<file path="src/rtl/rbsi_pkg.sv">
// Shared types, constants and helpers for the ray/box slab intersection block.
// No dependencies; imported by every module of the block.
package rbsi_pkg;

  localparam int unsigned DataW     = 32;                 // Q16.16 word
  localparam int unsigned FracW     = 16;                 // fraction bits
  localparam int unsigned TolW      = 16;                 // tolerance register
  localparam int unsigned NumAxes   = 3;
  localparam int unsigned NumStages = 5;
  localparam int unsigned DiffW     = DataW + 1;          // corner - origin, exact
  localparam int unsigned ProdW     = DiffW + DataW;      // full product, Q33.32
  localparam int unsigned ShW       = ProdW - FracW;      // product after rescale
  localparam int unsigned InTdataW  = 12 * DataW;         // 384
  localparam int unsigned OutUsedW  = 1 + 3 * DataW;      // 97
  localparam int unsigned OutTdataW = ((OutUsedW + 7) / 8) * 8;  // 104
  localparam int unsigned OutPadW   = OutTdataW - OutUsedW;

  localparam logic [TolW-1:0]  TolReset = 16'd7;
  localparam logic [DataW-1:0] QMax     = 32'h7FFF_FFFF;
  localparam logic [DataW-1:0] QMin     = 32'h8000_0000;

  typedef logic signed [DataW-1:0] q16_t;

  // Load enables of the five pipeline stages
  typedef struct packed {
    logic s1;
    logic s2;
    logic s3;
    logic s4;
    logic s5;
  } stage_en_t;

  // One result word before packing
  typedef struct packed {
    logic hit;
    q16_t hit_time;
    q16_t t_near;
    q16_t t_far;
  } result_t;

  // Floor rescale of a Q33.32 product to Q16.16 with saturation
  function automatic q16_t sat_rescale(input logic signed [ProdW-1:0] p);
    logic [ShW-1:0] sh;
    logic           fits;
    q16_t           r;
    sh   = p[ProdW-1:FracW];
    fits = (&sh[ShW-1:DataW-1]) || !(|sh[ShW-1:DataW-1]);
    if (fits) begin
      r = sh[DataW-1:0];
    end else if (sh[ShW-1]) begin
      r = QMin;
    end else begin
      r = QMax;
    end
    return r;
  endfunction

endpackage

</file>
<file path="src/rtl/rbsi_reduce.sv">
// Combines the per-axis slabs into entry/exit distances and the hit decision.
// Two register stages, the second being the output register; depends on rbsi_pkg.
module rbsi_reduce (
  input  logic                      clk_i,
  input  rbsi_pkg::stage_en_t       en_i,
  input  rbsi_pkg::q16_t [2:0]      slab_min_i,
  input  rbsi_pkg::q16_t [2:0]      slab_max_i,
  input  logic [rbsi_pkg::TolW-1:0] tol_i,
  output rbsi_pkg::result_t         res_o
);
  import rbsi_pkg::*;

  q16_t              near_d, near_q, far_d, far_q;
  logic signed [33:0] near_w, sum_w;
  logic              hit;
  result_t           res_d, res_q;

  // Stage 4: largest minimum and smallest maximum
  always_comb begin
    near_d = $signed(slab_min_i[0]);
    far_d  = $signed(slab_max_i[0]);
    for (int a = 1; a < NumAxes; a++) begin
      if ($signed(slab_min_i[a]) > near_d) near_d = $signed(slab_min_i[a]);
      if ($signed(slab_max_i[a]) < far_d)  far_d  = $signed(slab_max_i[a]);
    end
  end

  always_ff @(posedge clk_i) begin
    if (en_i.s4) begin
      near_q <= near_d;
      far_q  <= far_d;
    end
  end

  // Stage 5: tolerance compares at full precision
  // miss when near > far + tol, or when far + tol < 0
  always_comb begin
    near_w = $signed({{2{near_q[DataW-1]}}, near_q});
    sum_w  = $signed({{2{far_q[DataW-1]}}, far_q}) + $signed({18'd0, tol_i});
    hit    = !(near_w > sum_w) && !sum_w[33];
    res_d.hit      = hit;
    res_d.hit_time = hit ? near_q : QMax;
    res_d.t_near   = near_q;
    res_d.t_far    = far_q;
  end

  always_ff @(posedge clk_i) begin
    if (en_i.s5) begin
      res_q <= res_d;
    end
  end

  assign res_o = res_q;

endmodule

</file>
<file path="config.mk">
export PLATFORM = sky130hd
export DESIGN_NAME = rbsi_reduce
export DESIGN_NICKNAME = d
export VERILOG_FILES = /design/src/rtl/rbsi_pkg.sv /design/src/rtl/rbsi_reduce.sv
export SDC_FILE = /design/constraint.sdc
export NUM_CORES = 1
export LEC_CHECK = 0
export CAP_MARGIN = 0
export CORE_MARGIN = 2
export CORE_UTILIZATION = 45
export DETAILED_ROUTE_END_ITERATION = 12
export DONT_BUFFER_PORTS = 1
export HOLD_SLACK_MARGIN = 0.02
export PLACE_DENSITY = 0.58
export SLEW_MARGIN = 5
export SYNTH_ARGS = -nofsm -noshare
export SYNTH_HDL_FRONTEND = slang
export SYNTH_SLANG_ARGS = --single-unit
</file>
<file path="constraint.sdc">
create_clock -name clk_i -period 7.4 [get_ports clk_i]
set_clock_uncertainty 0.2 [all_clocks]
set_input_delay 1.11 -clock clk_i [delete_from_list [all_inputs] [get_ports clk_i]]
set_output_delay 1.11 -clock clk_i [all_outputs]
set_load 0.01 [all_outputs]
</file>
==> results.py, run 1 <==
metrics = {
    "run_status": {
        "outcome": "complete, no violations",
    },
    "global_route": {
        "grt_pass1_wl_microns": 42210,
        "antenna_found_initial": 0,
        "overflow": 0,
        "grt_pass1_vias": 7531,
        "grt_start_max_net_pins": 98,
        "grt_use_total_pct": 20.91,
    },
    "synthesis": {
        "synth_cells": 1050,
        "synthXorXnorAreaFrac_pct": 2.282,
        "synth-edff-count": 161,
        "syn_nets": 1440,
        "ys.flop_type": "edfxtp_1",
        "yosysSeqAreaShare_pct": 41.98,
        "ys_types": 62,
        "synthAdderAreaFrac_pct": 19.19,
        "syn-cell-area_sq_um": 11520,
        "synth_top_family_by_area": "adder cells",
        "yosysWarnings": 0,
        "async_reset_ff_share_pct": 0,
        "muxShareOfSynthArea_pct": 11.36,
        "syn_area_per_cell_sq_um": 10.97,
        "synth-simple-area-share_pct": 10.06,
        "synth-compound-area-share_pct": 9.181,
        "synth.ff_latch_count": 161,
    },
    "die": {
        "start_util_pct": 45.73,
        "core-area_sq_um": 25180,
        "die_y_microns": 164.0,
        "fp.dieW_microns": 164.0,
        "row_count": 58,
        "pin_count": 311,
        "dieArea_sq_um": 26890,
    },
    "sta": {
        "fin_crit_ns": 6.296,
        "setup_viol": 0,
        "maxSlewViolCount": 0,
        "fin_setup_tns_ns": 0,
        "hold_violations": 0,
        "clock.fmax_mhz": 158.8,
        "slew-limit-headroom_pct": 36.34,
        "period_share_pct": 85.08,
        "worstMarginPinSlew_ns": 0.9550,
        "grt_setup_unrepaired": "false",
    },
    "route": {
        "first_pass_iters": 5,
        "drt_iter0_markers": 500,
        "drc": 0,
        "wire_per_inst_microns": 20.14,
        "vias": 7653,
        "ant_nets": 0,
        "via_per_inst": 5.466,
        "routed_wl_microns": 28200,
    },
    "worst_setup_path": {
        "max_stage_delay_ns": 0.50,
        "cp.buffers_inverters": 3,
        "rr_endpoint": "res_o[71]",
        "cp_max_fo": 15,
        "critPathKind": "in2reg",
        "crit_family": "compound AO/OA/AOI/OAI gates",
        "path_cells": "inv_1 -> ha_1 -> nand4_1 -> nor3_2 -> nand4_1 -> a2111oi_0 -> or3_1 -> a211o_1 -> buf_4 -> mux2i_1 -> ha_1 -> a21o_1 -> a21oi_1 -> nor2b_1 -> o21ai_0 -> a21oi_1 -> nor3_1 -> o22ai_1 -> nor2_4 -> buf_4 -> mux2i_1",
        "critical_path_cell_count": 21,
        "cp.arrival_ns": 6.35,
        "critPathLaunchType": "primary input",
        "critPathCaptureType": "register",
        "ff2ff_path_depth": 18,
        "r2r_start": "far_q[0]",
        "r2r_slack_ns": 1.81,
        "slowest_stage": "a211o_1",
        "crit_required_ns": 7.45,
    },
    "cells_and_area": {
        "fin_nets": 1447,
        "final_core_util_pct": 49.56,
        "drive_gt1_share_pct": 4.766,
        "diodes": 0,
        "area_growth_syn_to_layout_pct": 8.366,
        "fill_cells": 2282,
    },
    "clock_tree": {
        "numCtsBuffers": 17,
        "clock_path_buffers": 2,
        "insertion_delay_ns": 0.42,
        "cts_tree": "done",
        "clk_pin_slew_ns": 0.07,
        "cts_resized": 0,
        "post-cts-setup-buffer-count": 0,
        "ctsRootBufferMaster": "clkbuf_16",
        "postCtsHoldBufs": 0,
        "clock_sink_count": 161,
        "htree_levels": 4,
    },
    "placed_design": {
        "routabilityCongestion": 0.8161,
        "portBuffers": 0,
        "dp_hpwl_microns": 23420,
    },
    "run": {
        "cap_violations": 0,
    },
    "worst_hold_path": {
        "hold_path_end": "res_o[3]",
        "min_path_cells": 0,
        "hold_start": "far_q[3]",
        "holdCritPathClass": "reg2reg",
    },
    "pwr": {
        "powerDensity_nw_per_um2": 244.2,
        "p_leak_nw": 5.555,
        "ir_drop_v": 0.0001465,
    },
}
per-stage QoR:
step           worst slack, ns  instances  total power, mW  area, sq um  hold WS, ns
4_1_cts                  1.114       1400            3.081        12480       0.2567
6_report                 1.104       1400            3.048        12480       0.2546
2_1_floorplan            1.744       1050            1.950        11520       0.2264
3_5_place_dp            0.6919       1368            2.185        11880       0.2470
3_3_place_gp            0.6915       1368            2.165        11880       0.2512
5_1_grt                 0.7125       1400            3.241        12480       0.2725
cells in the mapped netlist (2+ instances only):
master / number / area [sq um]
ha_1: 175 / 2190
a211oi_1: 8 / 60.06
a211o_1: 2 / 17.52
and3_1: 3 / 18.77
and2_1: 2 / 12.51
o21bai_1: 3 / 22.52
nor2b_1: 13 / 81.33
xnor2_1: 19 / 166.4
nor3_2: 2 / 20.02
a21o_1: 23 / 172.7
nor4_1: 11 / 68.82
a22oi_1: 2 / 15.01
o211ai_1: 6 / 45.04
o22ai_1: 2 / 12.51
nand3_1: 11 / 55.05
edfxtp_1: 161 / 4835
xor2_1: 11 / 96.34
or4_1: 2 / 15.01
buf_2: 7 / 35.03
nor3_1: 15 / 75.07
o31ai_1: 2 / 15.01
o221ai_1: 2 / 17.52
a2111oi_0: 3 / 26.28
nand2_1: 36 / 135.1
buf_6: 4 / 45.04
inv_1: 147 / 551.8
o21ai_1: 8 / 40.04
nand2b_1: 10 / 62.56
nand4_1: 28 / 175.2
a31oi_1: 2 / 12.51
or2_1: 30 / 187.7
buf_4: 4 / 30.03
o21a_1: 10 / 75.07
a21oi_1: 53 / 265.3
mux2i_1: 127 / 1271
and4_1: 2 / 17.52
o21ai_0: 33 / 165.2
clkbuf_1: 4 / 15.01
nor2_1: 42 / 157.7
or3_1: 3 / 18.77
worst max path at each step:
stage | start | end | slack (ns)
floorplan | slab_min_i[17] | near_q[10] | 1.74
global placement | slab_min_i[31] | near_q[19] | 0.69
detailed placement | slab_min_i[31] | near_q[19] | 0.69
CTS | slab_min_i[31] | near_q[19] | 1.11
global route | slab_min_i[31] | near_q[9] | 0.71
finish | slab_min_i[31] | near_q[19] | 1.10
cell usage in the layout, fill, tap and decap left out, types with 3 or more instances in the layout:
cell and count:
a21o_1 23, nand3_1 11, a211oi_1 8, buf_4 8, a21oi_1 52, nand2_1 36
o21bai_1 3, nor4_1 11, o21ai_0 33, inv_6 5, xnor2_1 19, o21a_1 10
nand4_1 28, or2_1 30, or3_1 3, inv_1 147, nor3_1 15, o21ai_1 8
o211ai_1 6, nor2_1 41, ha_1 175, and3_1 3, clkbuf_16 17, nand2b_1 10
edfxtp_1 161, xor2_1 11, a2111oi_0 3, mux2i_1 127, nor2b_1 13
per-layer routing:
metal,track usage (%),wire length [microns]
met5,0,0
met4,4.944,405
met3,5.530,1834
met2,34.49,13560
met1,27.49,12400
flip-flops by register name (all words and copies together), names as in the netlist:
signal and flops:
res_o 97, near_q 32, far_q 32
power breakdown:
group	internal, mW	leakage [nW]	switching, mW
Sequential	1.19	1.55	0.139
Combinational	0.382	3.71	0.452
Clock	0.508	0.297	0.380
Total	2.08	5.55	0.972
cell type report:
type | instances | area (sq um) | share of cell area, %
Clock buffer | 17 | 425.4 | 3.409
Clock inverter | 15 | 173.9 | 1.394
Inverter | 148 | 555.5 | 4.452
Multi-Input combinational cell | 721 | 6017 | 48.22
Sequential cell | 161 | 4835 | 38.74
Tap cell | 330 | 412.9 | 3.309
Timing Repair Buffer | 8 | 60.06 | 0.4813
cell families (layout without fill, tap and decap cells):
kind of cell             count (synthesis)  after routing
AO/OA/AOI/OAI                          169            169
XOR/XNOR                                30             30
adder cells (fa/ha/maj)                176            176
buffers and inverters                  168            188
flip-flops                             161            161
multiplexers                           130            130
AND/OR/NAND/NOR                        216            216
Note: power is estimated with default switching activity, not from simulation.
==> run 2: changes to the inputs <==
CORE_MARGIN = 3   (was 2)
clock period = 7.8 ns   (was 7.4 ns; I/O delays follow)
==> results.py, run 2 (same netlist as run 1, synthesis figures left out) <==
metrics = {
    "clock_tree": {
        "ctsRootBufferMaster": "clkbuf_16",
        "cts_resized": 0,
        "numCtsBuffers": 17,
        "clock_sink_count": 161,
        "cts_tree": "done",
        "postCtsHoldBufs": 0,
        "clk_pin_slew_ns": 0.07,
        "htree_levels": 4,
        "post-cts-setup-buffer-count": 0,
        "insertion_delay_ns": 0.43,
        "clock_path_buffers": 2,
    },
    "worst_setup_path": {
        "max_stage_delay_ns": 0.69,
        "slowest_stage": "a211o_1",
        "critPathLaunchType": "primary input",
        "rr_endpoint": "res_o[65]",
        "cp_max_fo": 17,
        "critPathCaptureType": "register",
        "cp.arrival_ns": 6.49,
        "crit_family": "compound AO/OA/AOI/OAI gates",
        "path_cells": "inv_1 -> ha_1 -> nor2b_1 -> o21a_1 -> o211ai_1 -> a2111oi_0 -> or3_1 -> nor4_1 -> a211o_1 -> buf_4 -> mux2i_1 -> ha_1 -> a21o_1 -> a21oi_1 -> nor2b_1 -> o21ai_0 -> a21oi_1 -> nor3_1 -> o22ai_1 -> nor2_4 -> buf_12 -> mux2i_1",
        "r2r_start": "far_q[0]",
        "critPathKind": "in2reg",
        "crit_required_ns": 7.82,
        "critPathCapture": "near_q[31]",
        "ff2ff_path_depth": 22,
        "cp.buffers_inverters": 3,
        "r2r_slack_ns": 2.20,
        "critical_path_cell_count": 22,
        "critical_path.startpoint": "slab_min_i[1]",
    },
    "global_route": {
        "grt_use_total_pct": 20.25,
        "overflow": 0,
        "grt_pass1_wl_microns": 43040,
        "antenna_found_initial": 0,
        "grt_start_max_net_pins": 98,
        "grt_pass1_vias": 7539,
    },
    "cells_and_area": {
        "largest_reg_flops": 97,
        "diodes": 0,
        "drive_gt1_share_pct": 4.771,
        "area_growth_syn_to_layout_pct": 8.529,
        "postLayoutCellArea_sq_um": 12500,
        "layout_common_cells": "ha_1, edfxtp_1, inv_1",
        "fin_nets": 1446,
        "final_common_cell": "ha_1",
    },
    "pwr": {
        "powerDensity_nw_per_um2": 231.0,
        "p_leak_nw": 5.553,
        "ir_drop_v": 0.0001272,
    },
    "die": {
        "start_util_pct": 46.53,
        "core-area_sq_um": 24750,
        "fp.dieW_microns": 166.0,
        "die_y_microns": 166.0,
        "row_count": 57,
        "dieArea_sq_um": 27550,
        "pin_count": 311,
    },
    "placed_design": {
        "routabilityCongestion": 0.8731,
        "place_area_sq_um": 11890,
        "portBuffers": 0,
        "dp_hpwl_microns": 23770,
    },
    "route": {
        "routed_wl_microns": 28450,
        "drc": 0,
        "wire_per_inst_microns": 20.42,
        "dr_wl_met2_microns": 13450,
        "drt_iter0_markers": 502,
        "via_per_inst": 5.434,
        "met1_length_microns": 12640,
        "vias": 7570,
        "first_pass_iters": 5,
        "route.met3.wl_microns": 1922,
        "top_layer_used": "met4",
        "ant_nets": 0,
    },
    "sta": {
        "fin_crit_ns": 6.474,
        "worstMarginPinSlew_ns": 0.9214,
        "fin_hold_ws_ns": 0.2602,
        "grt_setup_unrepaired": "false",
        "setup_viol": 0,
        "hold_violations": 0,
        "maxSlewViolCount": 0,
        "clock.fmax_mhz": 154.5,
        "slew-limit-headroom_pct": 38.58,
        "period_share_pct": 83.00,
        "fin_setup_tns_ns": 0,
    },
    "worst_hold_path": {
        "holdCritPathClass": "reg2reg",
    },
    "run_status": {
        "outcome": "complete, no violations",
    },
    "run": {
        "cap_violations": 0,
    },
}
run 2: cell type report:
| type | count | area (sq um) |
|---|---|---|
| Fill cell | 2219 | 12250 |
| Clock buffer | 17 | 425.4 |
| Timing Repair Buffer | 7 | 77.57 |
| Sequential cell | 161 | 4835 |
| Tap cell | 324 | 405.4 |
| Clock inverter | 15 | 182.7 |
| Inverter | 148 | 555.5 |
| Multi-Input combinational cell | 721 | 6017 |
run 2: worst register-to-register path: cells and delay by family, from the launching register on:
kind	cells	cell delay (ns)
and+or+nand+nor	6	1.05
adders and majority gates	3	0.86
DFF	1	0.38
buffers and inverters	1	0.06
AOI/OAI and AO/OA	11	2.59
xor gates and xnor gates	1	0.17
run 2: per-stage QoR:
stage          util, %  instances  power [mW]  setup slack [ns]
2_1_floorplan        -       1050       1.850             2.084
3_3_place_gp     48.05       1361       2.065            0.9118
3_5_place_dp     48.05       1361       2.076            0.8777
4_1_cts          50.50       1393       2.913             1.327
5_1_grt          50.50       1393       3.065            0.8932
6_report         50.50       1393       2.887             1.326
run 2: worst min-delay path by stage:
stage	start	end	slack (ns)	depth (start not counted)
5_1_grt	far_q[15]	res_o[15]	0.27	0
3_5_place_dp	far_q[15]	res_o[15]	0.25	0
6_report	far_q[15]	res_o[15]	0.26	0
2_1_floorplan	near_q[0]	res_o[32]	0.23	0
4_1_cts	far_q[15]	res_o[15]	0.26	0
3_3_place_gp	far_q[15]	res_o[15]	0.24	0
run 2: metal layers:
metal | track usage (%) | vias up
li1 | - | 3861
met1 | 26.66 | 3484
met2 | 33.25 | 204
met3 | 5.927 | 21
met4 | 4.665 | 0
met5 | 0 | -
run 2: power by group:
part | switching (mW) | internal, mW | total [mW]
sequential | 0.135 | 1.12 | 1.26
combinational | 0.425 | 0.368 | 0.793
clock | 0.399 | 0.436 | 0.835
total | 0.959 | 1.93 | 2.89
==> run 3: changes to the inputs <==
PLACE_DENSITY = 0.6   (was 0.58)
clock period = 5.3 ns   (was 7.8 ns; I/O delays follow)
==> results.py, run 3 (same netlist as run 1, synthesis figures left out) <==
metrics = {
    "sta": {
        "fin_crit_ns": 5.169,
        "grt_setup_unrepaired": "true",
        "worstMarginPinSlew_ns": 0.5413,
        "clock.fmax_mhz": 193.5,
        "period_share_pct": 97.52,
        "fin_hold_ws_ns": 0.2674,
        "slew-limit-headroom_pct": 63.67,
        "maxSlewViolCount": 0,
        "setup_viol": 0,
        "hold_violations": 0,
    },
    "pwr": {
        "ir_drop_v": 0.0001661,
        "p_leak_nw": 6.135,
        "p_int_mw": 3.069,
        "clkPwrFrac_pct": 27.8,
        "powerDensity_nw_per_um2": 330.0,
        "seqPwrFrac_pct": 40.9,
        "switching_share_pct": 32.37,
        "netSwitchingPower_mw": 1.469,
        "power_frac_comb_pct": 31.3,
    },
    "run": {
        "cap_violations": 0,
    },
    "clock_tree": {
        "clock_path_buffers": 2,
        "insertion_delay_ns": 0.43,
        "htree_levels": 4,
        "clk_pin_slew_ns": 0.07,
        "cts_tree": "done",
        "postCtsHoldBufs": 0,
        "clock_sink_count": 161,
        "numCtsBuffers": 17,
        "ctsRootBufferMaster": "clkbuf_16",
    },
    "cells_and_area": {
        "final_core_util_pct": 55.57,
        "final_common_cell": "ha_1",
        "fin_nets": 1551,
        "layout_common_cells": "ha_1, edfxtp_1, inv_1",
        "postLayoutCellArea_sq_um": 13750,
        "drive_gt1_share_pct": 16.78,
        "area_growth_syn_to_layout_pct": 19.43,
        "diodes": 0,
        "largest_reg_flops": 97,
    },
    "global_route": {
        "grt_pass1_vias": 8218,
        "grt_use_total_pct": 21.13,
        "antenna_found_initial": 0,
        "overflow": 0,
        "grt_pass1_wl_microns": 45440,
        "grt_start_max_net_pins": 98,
    },
    "route": {
        "drt_iter0_markers": 469,
        "via_per_inst": 5.384,
        "vias": 8065,
        "ant_nets": 0,
        "first_pass_iters": 5,
        "routed_wl_microns": 29920,
        "wire_per_inst_microns": 19.97,
        "drc": 0,
    },
    "worst_setup_path": {
        "critPathLaunchType": "primary input",
        "critPathCaptureType": "register",
        "cp_max_fo": 8,
        "critical_path.startpoint": "slab_min_i[1]",
        "cp.arrival_ns": 5.22,
        "r2r_start": "far_q[0]",
        "crit_required_ns": 5.35,
        "critPathKind": "in2reg",
        "r2r_slack_ns": 0.31,
        "rr_endpoint": "res_o[77]",
        "ff2ff_path_depth": 24,
    },
    "die": {
        "dieArea_sq_um": 27550,
        "die_y_microns": 166.0,
        "fp.dieW_microns": 166.0,
        "row_count": 57,
        "pin_count": 311,
        "start_util_pct": 46.53,
        "core-area_sq_um": 24750,
    },
    "placed_design": {
        "place_area_sq_um": 12640,
        "dp_hpwl_microns": 24320,
        "routabilityCongestion": 0.8823,
        "portBuffers": 0,
    },
    "worst_hold_path": {
        "hold_start": "far_q[15]",
        "holdCritPathClass": "reg2reg",
        "hold_path_end": "res_o[15]",
        "min_path_cells": 0,
    },
    "run_status": {
        "outcome": "complete, no violations",
    },
}
[run 3: cell count changes in the layout (fill, tap and decap cells not counted), moves of 6 or more]
cell     delta
buf_12      +6
buf_4      +93
mux2i_1    -19
mux2i_2    +10
mux2i_4     +9
[run 3: repair_timing]
| item | 4_1_cts | 5_1_grt |
|---|---|---|
| endpoints found under the setup margin | 2 | 97 |
| resized for setup | 2 | 62 |
| setup buffers | 0 | 9 |
| gates cloned | 0 | 3 |
| pin swaps | 0 | 15 |
[run 3: routing by layer]
layer  GRT usage, %  part of all wire, %
met1          27.18                   43
met2          35.26                   48
met3          5.999                  6.7
met4          5.533                  1.7
met5              0                    0
[run 3: stage by stage]
step	total power [mW]	setup WS, ns	std cells	setup TNS (ns)
after detailed placement	3.194	-0.4313	1454	-21.02
after floorplan	2.722	-0.04139	1050	-1.242
after CTS	4.469	0.004471	1486	0
final	4.538	0.1312	1498	0
after global routing	4.831	-0.05832	1498	-0.8296
after global placement	3.163	-0.4234	1454	-21.26
[run 3: worst max-delay path, stage by stage]
cell,delay (ns)
inv_1,0.02
ha_1,0.29
nor2b_1,0.13
o21a_1,0.16
o211ai_1,0.22
a2111oi_2,0.10
buf_4,0.15
or3_4,0.38
nor4_2,0.26
a211o_4,0.21
buf_4,0.13
clkbuf_16,0.14
buf_4,0.11
buf_4,0.10
mux2i_1,0.33
ha_1,0.21
nand4_1,0.11
or3_4,0.37
o31a_1,0.25
o211a_1,0.13
nor2_4,0.10
buf_12,0.13
buf_12,0.13
mux2i_2,0.23
[run 3: how the worst max path moves through the flow]
stage / slack, ns / endpoint
2_1_floorplan: -0.04 / near_q[10]
3_3_place_gp: -0.42 / near_q[6]
3_5_place_dp: -0.43 / near_q[27]
4_1_cts: 0.004 / near_q[19]
5_1_grt: -0.06 / near_q[19]
6_report: 0.13 / near_q[19]
[run 3: power groups by stage]
stage | Combinational, mW | Clock [mW] | Sequential [mW]
global placement | 1.27 | 0 | 1.89
CTS | 1.31 | 1.29 | 1.87
global route | 1.61 | 1.35 | 1.87
finish | 1.42 | 1.26 | 1.86
detailed placement | 1.30 | 0 | 1.89
floorplan | 0.932 | 0 | 1.79
[run 3: area by class of cell]
class	instances	area (sq um)
Clock buffer	17	425.4
Clock inverter	15	195.2
Fill cell	2086	10990
Inverter	148	555.5
Multi-Input combinational cell	721	6329
Sequential cell	161	4835
Tap cell	324	405.4
Timing Repair Buffer	112	1008
